File: config.mk
export PLATFORM = sky130hd
export DESIGN_NAME = at_modem_link_sequencer_flat
export DESIGN_NICKNAME = d
export VERILOG_FILES = /design/src/rtl/amls_pkg.sv /design/src/rtl/amls_in_if.sv /design/src/rtl/amls_out_if.sv /design/src/rtl/amls_front.sv /design/src/rtl/amls_queue.sv /design/src/rtl/amls_back.sv /design/src/rtl/at_modem_link_sequencer.sv /design/src/flat_wrapper.sv
export SDC_FILE = /design/constraint.sdc
export NUM_CORES = 1
export LEC_CHECK = 0
export ABC_AREA = 1
export BUFFER_PORTS_ARGS = -buffer_cell sky130_fd_sc_hd__buf_4
export CORE_MARGIN = 5
export CORE_UTILIZATION = 45
export DETAILED_ROUTE_END_ITERATION = 12
export GPL_TIMING_DRIVEN = 0
export SLEW_MARGIN = 10
export SYNTH_ARGS = -nofsm -noshare
export SYNTH_HDL_FRONTEND = slang
export SYNTH_HIERARCHICAL = 1
export SYNTH_SLANG_ARGS = --single-unit
File: constraint.sdc
create_clock -name clk -period 8.31 [get_ports clk]
set_input_delay 0.4155 -clock clk [delete_from_list [all_inputs] [get_ports clk]]
set_output_delay 0.4155 -clock clk [all_outputs]
set_load 0.05 [all_outputs]
File: src/rtl/amls_pkg.sv
// Shared types, codes and constants of the AT modem link sequencer.
package amls_pkg;

    localparam int LINE_MAX_DEF = 32;
    localparam int ADDR_MAX_DEF = 16;
    localparam int RESULT_LIMIT = 16;
    localparam int Q_DEPTH      = 4;

    localparam logic [1:0] OP_BYTE = 2'd0;
    localparam logic [1:0] OP_TICK = 2'd1;
    localparam logic [1:0] OP_SEND = 2'd2;

    localparam logic [1:0] CMD_PROBE = 2'd0;
    localparam logic [1:0] CMD_DNS   = 2'd1;
    localparam logic [1:0] CMD_OPEN  = 2'd2;
    localparam logic [1:0] CMD_SEND  = 2'd3;

    localparam logic [7:0] CHAR_NUL = 8'h00;
    localparam logic [7:0] CHAR_LF  = 8'h0A;
    localparam logic [7:0] CHAR_CR  = 8'h0D;
    localparam logic [7:0] CHAR_DOT = 8'h2E;

    typedef enum logic [1:0] {
        KIND_CHAR = 2'd0,
        KIND_EOL  = 2'd1,
        KIND_TICK = 2'd2,
        KIND_SEND = 2'd3
    } kind_t;

    typedef struct packed {
        kind_t      kind;
        logic [7:0] data;
    } entry_t;

    typedef struct packed {
        logic   push;
        entry_t entry;
    } q_wr_t;

    typedef struct packed {
        logic   empty;
        entry_t entry;
    } q_rd_t;

    typedef enum logic [2:0] {
        LINK_INIT = 3'b001,
        LINK_DISC = 3'b010,
        LINK_CONN = 3'b100
    } link_t;

    typedef enum logic [1:0] {
        EX_RUN    = 2'b01,
        EX_STREAM = 2'b10
    } exec_t;

endpackage

File: src/rtl/amls_in_if.sv
// Input channel carrying operation items from the host side.
interface amls_in_if;
    logic       valid;
    logic       ready;
    logic [1:0] operation;
    logic [7:0] rx_byte;

    modport source (output valid, output operation, output rx_byte, input ready);
    modport sink (input valid, input operation, input rx_byte, output ready);
endinterface

File: src/rtl/amls_out_if.sv
// Output channel carrying command results.
interface amls_out_if;
    logic       valid;
    logic       ready;
    logic [1:0] command;
    logic [7:0] addr_char;
    logic       last;

    modport source (output valid, output command, output addr_char, output last, input ready);
    modport sink (input valid, input command, input addr_char, input last, output ready);
endinterface

File: src/rtl/amls_front.sv
// Front end: accepts input transfers and classifies them into queue entries.
module amls_front (
    amls_in_if.sink          item,
    input  logic             full,
    output amls_pkg::q_wr_t  wr
);

    logic               fire;
    logic               drop;
    amls_pkg::kind_t    kind;

    assign item.ready = !full;
    assign fire       = item.valid && item.ready;

    always_comb
    begin
        drop = 1'b0;
        kind = amls_pkg::KIND_CHAR;
        case (item.operation)
            amls_pkg::OP_BYTE:
            begin
                if (item.rx_byte == amls_pkg::CHAR_CR)
                begin
                    kind = amls_pkg::KIND_EOL;
                end
                else if (item.rx_byte inside {amls_pkg::CHAR_NUL, amls_pkg::CHAR_LF})
                begin
                    drop = 1'b1;
                end
            end
            amls_pkg::OP_TICK:
            begin
                kind = amls_pkg::KIND_TICK;
            end
            amls_pkg::OP_SEND:
            begin
                kind = amls_pkg::KIND_SEND;
            end
            default:
            begin
                drop = 1'b1;
            end
        endcase
    end

    assign wr.push       = fire && !drop;
    assign wr.entry.kind = kind;
    assign wr.entry.data = item.rx_byte;

endmodule

File: src/rtl/amls_queue.sv
// Short queue of classified entries between the front and back ends.
module amls_queue (
    input  logic             clk,
    input  logic             rst_n,
    input  amls_pkg::q_wr_t  wr,
    input  logic             pop,
    output logic             full,
    output amls_pkg::q_rd_t  rd
);

    localparam int QAW = $clog2(amls_pkg::Q_DEPTH);
    localparam int QCW = $clog2(amls_pkg::Q_DEPTH + 1);

    amls_pkg::entry_t   mem_reg [amls_pkg::Q_DEPTH];
    logic [QAW-1:0]     wr_ptr_reg;
    logic [QAW-1:0]     wr_ptr_next;
    logic [QAW-1:0]     rd_ptr_reg;
    logic [QAW-1:0]     rd_ptr_next;
    logic [QCW-1:0]     count_reg;
    logic [QCW-1:0]     count_next;

    assign full     = count_reg == QCW'(amls_pkg::Q_DEPTH);
    assign rd.empty = count_reg == '0;
    assign rd.entry = mem_reg[rd_ptr_reg];

    always_comb
    begin
        wr_ptr_next = wr_ptr_reg;
        rd_ptr_next = rd_ptr_reg;
        count_next  = count_reg;
        if (wr.push)
        begin
            wr_ptr_next = (wr_ptr_reg == QAW'(amls_pkg::Q_DEPTH - 1)) ? '0 : wr_ptr_reg + QAW'(1);
        end
        if (pop)
        begin
            rd_ptr_next = (rd_ptr_reg == QAW'(amls_pkg::Q_DEPTH - 1)) ? '0 : rd_ptr_reg + QAW'(1);
        end
        if (wr.push && !pop)
        begin
            count_next = count_reg + QCW'(1);
        end
        else if (pop && !wr.push)
        begin
            count_next = count_reg - QCW'(1);
        end
    end

    always_ff @(posedge clk or negedge rst_n)
    begin
        if (!rst_n)
        begin
            wr_ptr_reg <= '0;
            rd_ptr_reg <= '0;
            count_reg  <= '0;
        end
        else
        begin
            wr_ptr_reg <= wr_ptr_next;
            rd_ptr_reg <= rd_ptr_next;
            count_reg  <= count_next;
        end
    end

    always_ff @(posedge clk)
    begin
        if (wr.push)
        begin
            mem_reg[wr_ptr_reg] <= wr.entry;
        end
    end

endmodule

File: src/rtl/amls_back.sv
// Back end: line assembly, line classification, link state machine and result output.
module amls_back #(
    parameter int LINE_MAX = amls_pkg::LINE_MAX_DEF,
    parameter int ADDR_MAX = amls_pkg::ADDR_MAX_DEF
) (
    input  logic             clk,
    input  logic             rst_n,
    input  amls_pkg::q_rd_t  q_rd,
    output logic             pop,
    amls_out_if.source       result
);

    localparam int LLW    = $clog2(LINE_MAX + 1);
    localparam int ALW    = $clog2(ADDR_MAX + 1);
    localparam int AIW    = $clog2(ADDR_MAX);
    localparam int CW     = (LLW > ALW) ? LLW : ALW;
    localparam int HEAD_N = 10;

    localparam logic [15:0] WORD_AT      = "AT";
    localparam logic [39:0] WORD_ERROR   = "ERROR";
    localparam logic [15:0] WORD_OK      = "OK";
    localparam logic [79:0] WORD_CONNECT = "CONNECT OK";
    localparam logic [55:0] WORD_SEND_OK = "SEND OK";

    amls_pkg::link_t    link_reg;
    amls_pkg::link_t    link_next;
    amls_pkg::exec_t    ex_reg;
    amls_pkg::exec_t    ex_next;
    logic               ok_reg;
    logic               ok_next;
    logic               found_reg;
    logic               found_next;
    logic               pend_reg;
    logic               pend_next;
    logic [LLW-1:0]     line_len_reg;
    logic [LLW-1:0]     line_len_next;
    logic               ovf_reg;
    logic               ovf_next;
    logic [ALW-1:0]     addr_len_reg;
    logic [ALW-1:0]     addr_len_next;
    logic [AIW-1:0]     idx_reg;
    logic [AIW-1:0]     idx_next;
    logic [AIW-1:0]     last_idx_reg;
    logic [AIW-1:0]     last_idx_next;
    logic [7:0]         line_keep_reg [ADDR_MAX];
    logic [7:0]         addr_store_reg [ADDR_MAX];
    logic               out_valid_reg;
    logic [1:0]         out_cmd_reg;
    logic [7:0]         out_char_reg;
    logic               out_last_reg;

    logic               can_load;
    logic               out_load;
    logic [1:0]         o_cmd;
    logic [7:0]         o_char;
    logic               o_last;
    logic               keep_we;
    logic               addr_copy;
    logic [8*HEAD_N-1:0] head;
    logic               m_at;
    logic               m_error;
    logic               m_ok;
    logic               m_connect;
    logic               m_send_ok;
    logic               is_addr;
    logic [ALW-1:0]     line_clip;
    logic [AIW-1:0]     stream_last;

    assign can_load = !out_valid_reg || result.ready;

    always_comb
    begin
        for (int i = 0; i < HEAD_N; i++)
        begin
            head[8*(HEAD_N-1-i) +: 8] = line_keep_reg[i];
        end
    end

    assign m_at      = !ovf_reg && line_len_reg == LLW'(2) && head[79 -: 16] == WORD_AT;
    assign m_error   = !ovf_reg && line_len_reg == LLW'(5) && head[79 -: 40] == WORD_ERROR;
    assign m_ok      = !ovf_reg && line_len_reg == LLW'(2) && head[79 -: 16] == WORD_OK;
    assign m_connect = !ovf_reg && line_len_reg == LLW'(10) && head == WORD_CONNECT;
    assign m_send_ok = !ovf_reg && line_len_reg == LLW'(7) && head[79 -: 56] == WORD_SEND_OK;

    assign is_addr = !ovf_reg
        && ((line_len_reg > LLW'(6) && line_keep_reg[2] == amls_pkg::CHAR_DOT
             && line_keep_reg[6] == amls_pkg::CHAR_DOT)
         || (line_len_reg > LLW'(7) && line_keep_reg[3] == amls_pkg::CHAR_DOT
             && line_keep_reg[7] == amls_pkg::CHAR_DOT));

    assign line_clip = (CW'(line_len_reg) < CW'(ADDR_MAX)) ? ALW'(line_len_reg) : ALW'(ADDR_MAX);

    assign stream_last = (addr_len_reg > ALW'(amls_pkg::RESULT_LIMIT))
        ? AIW'(amls_pkg::RESULT_LIMIT - 1) : AIW'(addr_len_reg - ALW'(1));

    always_comb
    begin
        link_next     = link_reg;
        ex_next       = ex_reg;
        ok_next       = ok_reg;
        found_next    = found_reg;
        pend_next     = pend_reg;
        line_len_next = line_len_reg;
        ovf_next      = ovf_reg;
        addr_len_next = addr_len_reg;
        idx_next      = idx_reg;
        last_idx_next = last_idx_reg;
        pop           = 1'b0;
        keep_we       = 1'b0;
        addr_copy     = 1'b0;
        out_load      = 1'b0;
        o_cmd         = amls_pkg::CMD_PROBE;
        o_char        = '0;
        o_last        = 1'b1;
        case (ex_reg)
            amls_pkg::EX_RUN:
            begin
                if (!q_rd.empty && can_load)
                begin
                    pop = 1'b1;
                    case (q_rd.entry.kind)
                        amls_pkg::KIND_CHAR:
                        begin
                            if (line_len_reg != LLW'(LINE_MAX))
                            begin
                                line_len_next = line_len_reg + LLW'(1);
                                keep_we       = CW'(line_len_reg) < CW'(ADDR_MAX);
                            end
                            else
                            begin
                                ovf_next = 1'b1;
                            end
                        end
                        amls_pkg::KIND_EOL:
                        begin
                            if (line_len_reg != '0)
                            begin
                                if (m_at)
                                begin
                                    ok_next = ok_reg;
                                end
                                else if (m_error)
                                begin
                                    ok_next = 1'b0;
                                end
                                else
                                begin
                                    case (link_reg)
                                        amls_pkg::LINK_DISC:
                                        begin
                                            if (m_connect)
                                            begin
                                                ok_next = 1'b1;
                                            end
                                        end
                                        amls_pkg::LINK_CONN:
                                        begin
                                            if (m_send_ok)
                                            begin
                                                ok_next = 1'b1;
                                            end
                                        end
                                        default:
                                        begin
                                            if (m_ok)
                                            begin
                                                ok_next = 1'b1;
                                            end
                                        end
                                    endcase
                                end
                                if (is_addr)
                                begin
                                    addr_copy     = 1'b1;
                                    addr_len_next = line_clip;
                                    found_next    = 1'b1;
                                end
                                line_len_next = '0;
                                ovf_next      = 1'b0;
                            end
                        end
                        amls_pkg::KIND_TICK:
                        begin
                            case (link_reg)
                                amls_pkg::LINK_DISC:
                                begin
                                    if (pend_reg)
                                    begin
                                        if (ok_reg)
                                        begin
                                            ok_next   = 1'b0;
                                            link_next = amls_pkg::LINK_CONN;
                                        end
                                        else if (found_reg)
                                        begin
                                            found_next = 1'b0;
                                            out_load   = 1'b1;
                                            o_cmd      = amls_pkg::CMD_OPEN;
                                            if (addr_len_reg != '0)
                                            begin
                                                o_char        = addr_store_reg[0];
                                                o_last        = stream_last == '0;
                                                idx_next      = AIW'(1);
                                                last_idx_next = stream_last;
                                                if (stream_last != '0)
                                                begin
                                                    ex_next = amls_pkg::EX_STREAM;
                                                end
                                            end
                                        end
                                        else
                                        begin
                                            out_load = 1'b1;
                                            o_cmd    = amls_pkg::CMD_DNS;
                                        end
                                    end
                                end
                                amls_pkg::LINK_CONN:
                                begin
                                    if (ok_reg)
                                    begin
                                        ok_next   = 1'b0;
                                        pend_next = 1'b0;
                                        link_next = amls_pkg::LINK_DISC;
                                    end
                                    else
                                    begin
                                        out_load = 1'b1;
                                        o_cmd    = amls_pkg::CMD_SEND;
                                    end
                                end
                                default:
                                begin
                                    if (ok_reg)
                                    begin
                                        ok_next   = 1'b0;
                                        link_next = amls_pkg::LINK_DISC;
                                    end
                                    else
                                    begin
                                        out_load = 1'b1;
                                        o_cmd    = amls_pkg::CMD_PROBE;
                                    end
                                end
                            endcase
                        end
                        amls_pkg::KIND_SEND:
                        begin
                            pend_next = 1'b1;
                        end
                        default:
                        begin
                            pend_next = pend_reg;
                        end
                    endcase
                end
            end
            amls_pkg::EX_STREAM:
            begin
                if (can_load)
                begin
                    out_load = 1'b1;
                    o_cmd    = amls_pkg::CMD_OPEN;
                    o_char   = addr_store_reg[idx_reg];
                    o_last   = idx_reg == last_idx_reg;
                    idx_next = idx_reg + AIW'(1);
                    if (idx_reg == last_idx_reg)
                    begin
                        ex_next = amls_pkg::EX_RUN;
                    end
                end
            end
            default:
            begin
                ex_next = amls_pkg::EX_RUN;
            end
        endcase
    end

    always_ff @(posedge clk or negedge rst_n)
    begin
        if (!rst_n)
        begin
            link_reg      <= amls_pkg::LINK_INIT;
            ex_reg        <= amls_pkg::EX_RUN;
            ok_reg        <= 1'b0;
            found_reg     <= 1'b0;
            pend_reg      <= 1'b0;
            line_len_reg  <= '0;
            ovf_reg       <= 1'b0;
            addr_len_reg  <= '0;
            idx_reg       <= '0;
            last_idx_reg  <= '0;
            out_valid_reg <= 1'b0;
        end
        else
        begin
            link_reg     <= link_next;
            ex_reg       <= ex_next;
            ok_reg       <= ok_next;
            found_reg    <= found_next;
            pend_reg     <= pend_next;
            line_len_reg <= line_len_next;
            ovf_reg      <= ovf_next;
            addr_len_reg <= addr_len_next;
            idx_reg      <= idx_next;
            last_idx_reg <= last_idx_next;
            if (out_load)
            begin
                out_valid_reg <= 1'b1;
            end
            else if (result.ready)
            begin
                out_valid_reg <= 1'b0;
            end
        end
    end

    always_ff @(posedge clk)
    begin
        if (keep_we)
        begin
            line_keep_reg[AIW'(line_len_reg)] <= q_rd.entry.data;
        end
        if (addr_copy)
        begin
            addr_store_reg <= line_keep_reg;
        end
        if (out_load)
        begin
            out_cmd_reg  <= o_cmd;
            out_char_reg <= o_char;
            out_last_reg <= o_last;
        end
    end

    assign result.valid     = out_valid_reg;
    assign result.command   = out_cmd_reg;
    assign result.addr_char = out_char_reg;
    assign result.last      = out_last_reg;

endmodule

File: src/rtl/at_modem_link_sequencer.sv
// Top level of the AT modem link sequencer.
// A tick is queued before the result it causes is registered in the output register.
// Throughput, while results are taken: one item per cycle through the queue and back end
// when no address streams; an open command streams one address character per cycle.
// Reset: rst_n clears link state, flags, lengths, queue and output valid asynchronously.
module at_modem_link_sequencer #(
    parameter int LINE_MAX = amls_pkg::LINE_MAX_DEF,
    parameter int ADDR_MAX = amls_pkg::ADDR_MAX_DEF
) (
    input  logic        clk,
    input  logic        rst_n,
    amls_in_if.sink     item,
    amls_out_if.source  result
);

    amls_pkg::q_wr_t  q_wr;
    amls_pkg::q_rd_t  q_rd;
    logic             q_full;
    logic             q_pop;

    amls_front u_front (
        .item (item),
        .full (q_full),
        .wr   (q_wr)
    );

    amls_queue u_queue (
        .clk   (clk),
        .rst_n (rst_n),
        .wr    (q_wr),
        .pop   (q_pop),
        .full  (q_full),
        .rd    (q_rd)
    );

    amls_back #(
        .LINE_MAX (LINE_MAX),
        .ADDR_MAX (ADDR_MAX)
    ) u_back (
        .clk    (clk),
        .rst_n  (rst_n),
        .q_rd   (q_rd),
        .pop    (q_pop),
        .result (result)
    );

`ifndef SYNTHESIS
    a_no_overflow: assert property (@(posedge clk) disable iff (!rst_n)
        q_wr.push |-> !q_full)
        else $error("entry pushed into a full queue");

    a_single_result: assert property (@(posedge clk) disable iff (!rst_n)
        result.valid && result.command != amls_pkg::CMD_OPEN
            |-> result.last && result.addr_char == 8'd0)
        else $error("non-open result is not a single final result");

    a_stream_continues: assert property (@(posedge clk) disable iff (!rst_n)
        result.valid && result.ready && !result.last
            |=> result.valid && result.command == amls_pkg::CMD_OPEN)
        else $error("address stream broken off before its final character");
`endif

endmodule
File: src/flat_wrapper.sv
// flat-port wrapper written by rule: the top's interface ports become plain ports
module at_modem_link_sequencer_flat 
#(
    parameter int LINE_MAX = amls_pkg::LINE_MAX_DEF,
    parameter int ADDR_MAX = amls_pkg::ADDR_MAX_DEF
)
  (clk, rst_n, item_valid, item_operation, item_rx_byte, item_ready, result_valid, result_command, result_addr_char, result_last, result_ready);
  amls_in_if item_i ();
  amls_out_if result_i ();
  input  logic clk;
  input  logic rst_n;
  input wire logic [$bits(item_i.valid)-1:0] item_valid;
  input wire logic [$bits(item_i.operation)-1:0] item_operation;
  input wire logic [$bits(item_i.rx_byte)-1:0] item_rx_byte;
  output wire logic [$bits(item_i.ready)-1:0] item_ready;
  output wire logic [$bits(result_i.valid)-1:0] result_valid;
  output wire logic [$bits(result_i.command)-1:0] result_command;
  output wire logic [$bits(result_i.addr_char)-1:0] result_addr_char;
  output wire logic [$bits(result_i.last)-1:0] result_last;
  input wire logic [$bits(result_i.ready)-1:0] result_ready;
  assign item_i.valid = item_valid;
  assign item_i.operation = item_operation;
  assign item_i.rx_byte = item_rx_byte;
  assign item_ready = item_i.ready;
  assign result_valid = result_i.valid;
  assign result_command = result_i.command;
  assign result_addr_char = result_i.addr_char;
  assign result_last = result_i.last;
  assign result_i.ready = result_ready;
  at_modem_link_sequencer #(.LINE_MAX(LINE_MAX), .ADDR_MAX(ADDR_MAX)) u_core (.clk(clk), .rst_n(rst_n), .item(item_i), .result(result_i));
endmodule
### Word-level counts from Yosys, hierarchy flattened

Memory sizes are Yosys's and may differ from the RTL's.
Index checks and enable logic that the tools add are counted.

| word-level totals | value |
|---|---|
| register bits | 303 |
| bits in latches | 0 |
| RAM bits | 40 |
| ROM bits | 0 |
| input port bits | 14 |
| word-level logic and storage cells | 293 |
| memories kept | 1 |

Memories:

| name | depth | width | read ports | clocked after memory_dff | write ports | line | text |
|---|---|---|---|---|---|---|---|
| u_core.u_queue.mem_reg | 4 | 10 | 1 | 0 | 1 | amls_queue.sv:14 | `amls_pkg::entry_t mem_reg [amls_pkg::Q_DEPTH];` |

| cells by class | value |
|---|---|
| $add $sub $neg | 7 |
| multiply operators | 0 |
| div/mod/pow operators | 0 |
| magnitude comparators | 7 |
| eq/ne operators | 55 |
| shift operators | 0 |
| mux-type cells | 115 |
| bitwise operators | 3 |
| reductions and logical operators | 56 |

Operators by type and width:

| kind | number |
|---|---|
| 128-bit bitwise mux | 1 |
| 8-bit 2-to-1 mux | 11 |
| 80-bit by 79-bit equality test with 1-bit output (second input constant) | 1 |
| 56-bit by 55-bit equality test with 1-bit output (second input constant) | 1 |
| 1-bit 2-to-1 mux | 49 |
| 40-bit by 39-bit equality test with 1-bit output (second input constant) | 1 |
| 2-bit != test (second input constant) | 20 |
| 2-bit 2-to-1 mux | 19 |
| 4-bit 2-to-1 mux | 9 |
| 8-bit binary-select mux with 4-bit select | 1 |
| 8-bit demux with 4-bit select | 1 |
| 16-bit by 15-bit equality test with 1-bit output (second input constant) | 2 |
| 8-bit by 6-bit equality test with 1-bit output (second input constant) | 4 |
| 1-bit logical AND | 20 |
| 5-bit AND reduction | 4 |
| 3-bit 2-to-1 mux | 6 |
| 9-bit AND reduction | 2 |
| 8-bit by 4-bit equality test with 1-bit output (second input constant) | 2 |
| 1-bit case mux with 2 select lines | 8 |
| 8-bit case mux with 2 select lines | 1 |
| 8-bit AND reduction | 2 |
| 2-bit nonzero test | 8 |
| 2-bit equality test (second input constant) | 6 |
| 6-bit by 3-bit equality test with 1-bit output (second input constant) | 2 |
| other kinds (42) | 62 |

### Longest topological paths before layout

| depth | value |
|---|---|
| word-level depth | 12 |
| mapped depth | 15 |
| gate-level depth less buffers | 15 |

### Hierarchy

Netlist, hierarchy kept.

By module, submodules not included:

| module | instances | cells an instance | area each (um^2) | seq. area each (um^2) |
|---|---|---|---|---|
| amls_back | 1 | 935 | 11837.6 | 8745.9 |
| amls_queue | 1 | 169 | 2031.9 | 1376.3 |
| amls_front | 1 | 30 | 166.4 | 0.0 |

### Worst setup path before layout

No wires, ideal clock.

| timing | value |
|---|---|
| path type | register to register |
| start point | register u_core.u_queue.rd_ptr_reg[0] |
| end point | register u_core.u_back.addr_len_reg[4] |
| arrival time | 2.956 ns |
| data required time | 8.189 ns |
| setup slack | 5.232 ns |
| stages on the path, launching flop included | 15 |
| path buffers | 1 |
| period minus slack after synthesis | 3.078 ns |
| cell sequence | dfrtp_1 -> inv_2 -> clkbuf_8 -> nand2_1 -> o211ai_1 -> nand2_1 -> inv_1 -> nor2_2 -> nand2_1 -> nor2_2 -> inv_2 -> nor2_8 -> nand2_2 -> o21ai_0 -> inv_1 |

RTL lines:

| element | line | text |
|---|---|---|
| start: declaration | amls_queue.sv:17 | `logic [QAW-1:0] rd_ptr_reg;` |
| start signal: assignment | amls_queue.sv:60 | `rd_ptr_reg <= rd_ptr_next;` |
| end signal: assignment | amls_back.sv:305 | `addr_len_reg <= addr_len_next;` |
| end: declaration | amls_back.sv:39 | `logic [ALW-1:0] addr_len_reg;` |

==> metrics.txt <==
CP arrival=3390 ps; CTS root buf=clkbuf_16; via count=8810; CP max FO=10; Synth area leaders=edfxtp_1, dfrtp_1, nand2_1, nor2_1, inv_1; setup bufs post-CTS=0; CTS H-tree lvls=2; Worst setup SP type=flip-flop; IO buf count=26; WP depth=10; # diodes=0; critical path's top delay family=simple AND/OR/NAND/NOR gates; largest net degree at the start of global routing=41; top cell type's share of synthesized area=65.68%; HPWL Detailed=22880 µm; Max Fclk=307.2 MHz; IO Count=27; Hold Crit Class=in -> reg; die area=34820 µm²; power per cell area=331.1 nW/µm²; status=complete, no violations; count leader, synth=edfxtp_1; Antenna Nets Post-Route=0; cts bufs inserted=37; Initial Utilization=45.77%; leak pwr=5.852 nW; final global-route overflow total=0; RSZ-0062 raised after global routing=no; clock latency on the worst-skew pair=520 ps; drt wl/cell=20.66 µm; Routed Wire Length=33650 µm; CTS clock-pin slew for the worst setup and hold paths=60 ps; Distinct cells, synth=47; Max Cap Violations=0; hold_sp=item_rx_byte[6]; period utilisation layout=39.17%; part of the Yosys area used for sequential elements=72.12%; Register-to-Register Path Depth=10; Core Area=30670 µm²; post-route setup TNS=0 ps; chip width=186.6 µm; clk sink count=343; Mapped Area=14040 µm²; WHS=189.8 ps; Syn-to-layout area delta=13.97%; via/cell ratio=5.408; Final #Nets=1235; Critical R2R Launch=u_core/u_queue/rd_ptr_reg[0]; site row count=64; die height=186.6 µm; crit-path most repeated cell=nand2_1; relative slew slack=33.75%; Synth Flop Type=edfxtp_1; post-synthesis async set-or-reset flop share=10.50%; Filler cells=2627; Synth area leader=edfxtp_1; max reg flops=128; Setup Skew=14.53 ps; Slew Viols, Final=0; vias in the first global route=8731; cells after synthesis=1134; initial antenna violation count=0; cell chain of the critical path=inv_2, clkbuf_8, nand2_1, o211ai_1, nand2_1, nor2_1, inv_1, nor3_1, nand2_1, nor2_1; critical path type=reg -> reg; Synthesis Warnings=6; Post-Syn Area per Cell=12.38 µm²; gp weighted congestion=0.9006; post-synth net total=1165; VDD IR max=144.0 µV; first-pass GRT wire length=51230 µm; Pre-Repair DR Iteration Count=5; number of synthesized register bits=343; CTS tree=yes; final setup violation count=0; slowest stage delay, CP=810 ps; Hold Path Cell Cnt=2; crit end category=flip-flop; required time of the critical path=8440 ps; Commonest cells post-synth=edfxtp_1, nand2_1, nor2_1; number of synthesized flops with an enable pin=307; WP buf/inv=3; CP max-delay cell=nor2_1; Worst setup startpoint=u_core/u_queue/rd_ptr_reg[0]; DRC=0; initial DRC count=990; Final Hold Viols=0; min cycle time layout=3255 ps; GRT Total Usage=19.08%; CTS Buffer Depth=3; Tightest Pin Transition=990.1 ps; share of cells above drive strength 1=10.95%
==> kinds of logic (layout without fill, tap and decap cells) <==
kind of cell             count (synthesis)  count (layout)  synth area share (%)
AND/OR/NAND/NOR                        425             425                 13.15
flip-flops                             343             343                 72.12
AO/OA/AOI/OAI                          169             169                 7.417
XOR/XNOR                                 9               9                0.5616
buffers and inverters                  171             270                 5.188
adder cells (fa/ha/maj)                 17              17                 1.569
==> worst reg2reg max path, stage by stage (launching register included) <==
cell and delay, ps:
dfrtp_1 400, inv_2 120, clkbuf_8 190, nand2_1 60
o211ai_1 80, nand2_1 220, nor2_1 200, inv_1 80
nor3_1 410, nand2_1 300, nor2_1 810
==> timing repair <==
| action | in CTS | in global routing |
|---|---|---|
| resized for setup | 0 | 0 |
| endpoints found under the setup margin | 0 | 0 |
| hold endpoints to repair | 34 | 0 |
| hold buffers | 1 | 0 |
==> worst paths after layout <==
check,slack (ps),endpoint
max,5050,u_core/u_back/line_keep_reg[20]
min,190,u_core/u_queue/mem_reg[1][6]
max reg2reg,5050,u_core/u_back/line_keep_reg[20]
max in group asynchronous,7550,u_core/u_back/link_reg[0]
min reg2reg,410,u_core/u_back/addr_store_reg[5]
min in group asynchronous,400,u_core/u_back/ex_reg[1]
==> cells in the final DEF (no fill, tap or decap), types with 2 or more instances in the layout <==
cell type	synthesis	final
o21ai_1	15	15
dfrtp_1	34	34
a21oi_1	20	20
nand3b_1	2	2
nor4_1	3	3
nor3_1	13	12
inv_1	124	124
clkinv_1	2	6
edfxtp_1	307	307
buf_6	4	4
nand3_1	50	50
o21ai_0	66	66
xnor2_1	7	7
ha_1	16	16
buf_4	8	35
clkbuf_16	0	39
o211ai_1	25	25
o221ai_1	17	17
clkbuf_8	1	3
nor2_4	6	6
clkinv_2	0	6
bufinv_16	0	2
clkbuf_1	16	29
buf_2	10	10
nand2_1	176	176
xor2_1	2	2
nand2_2	3	3
nor3_2	1	2
inv_2	5	5
nor2_2	3	3
o22ai_1	10	10
nor2_1	144	144
dfstp_2	2	2
or2_2	2	2
buf_12	0	3
a31oi_1	9	9
nand4_1	17	17
==> layer usage <==
layer	share of wire [%]	GRT usage, %	up-vias
li1	-	-	4107
met1	42	26.67	4281
met2	46	30.03	352
met3	8.6	3.662	70
met4	3.1	7.063	0
met5	0	0	-
==> power breakdown <==
| part | internal (mW) | total [mW] | switching, mW |
|---|---|---|---|
| combinational | 0.366 | 1.46 | 1.09 |
| sequential | 2.16 | 2.25 | 0.0871 |
| clock | 0.945 | 1.59 | 0.641 |
| total | 3.48 | 5.30 | 1.82 |
==> area by class of cell <==
cell class                      count  area, µm²  area share (%)
Sequential cell                   343      10120           63.28
Buffer                             40      236.5           1.478
Tap cell                          396      495.5           3.097
Timing Repair Buffer               31      272.8           1.705
Clock inverter                     14      130.1          0.8135
Multi-Input combinational cell    620       3196           19.98
Clock buffer                       54       1052           6.578
Inverter                          131      491.7           3.074
==> stage by stage <==
| stage | power (mW) | instances | setup WS [ps] | area, µm² | util, % |
|---|---|---|---|---|---|
| global placement | 3.696 | 1556 | 4293 | 14730 | 48.02 |
| floorplan | 3.172 | 1134 | 5232 | 14040 | - |
| global route | 5.562 | 1629 | 4791 | 16000 | 52.16 |
| CTS | 5.324 | 1629 | 5019 | 15990 | 52.14 |
| detailed placement | 3.734 | 1560 | 5060 | 14800 | 48.25 |
| finish | 5.296 | 1629 | 5055 | 16000 | 52.16 |
(Power assumes the default switching activity.)
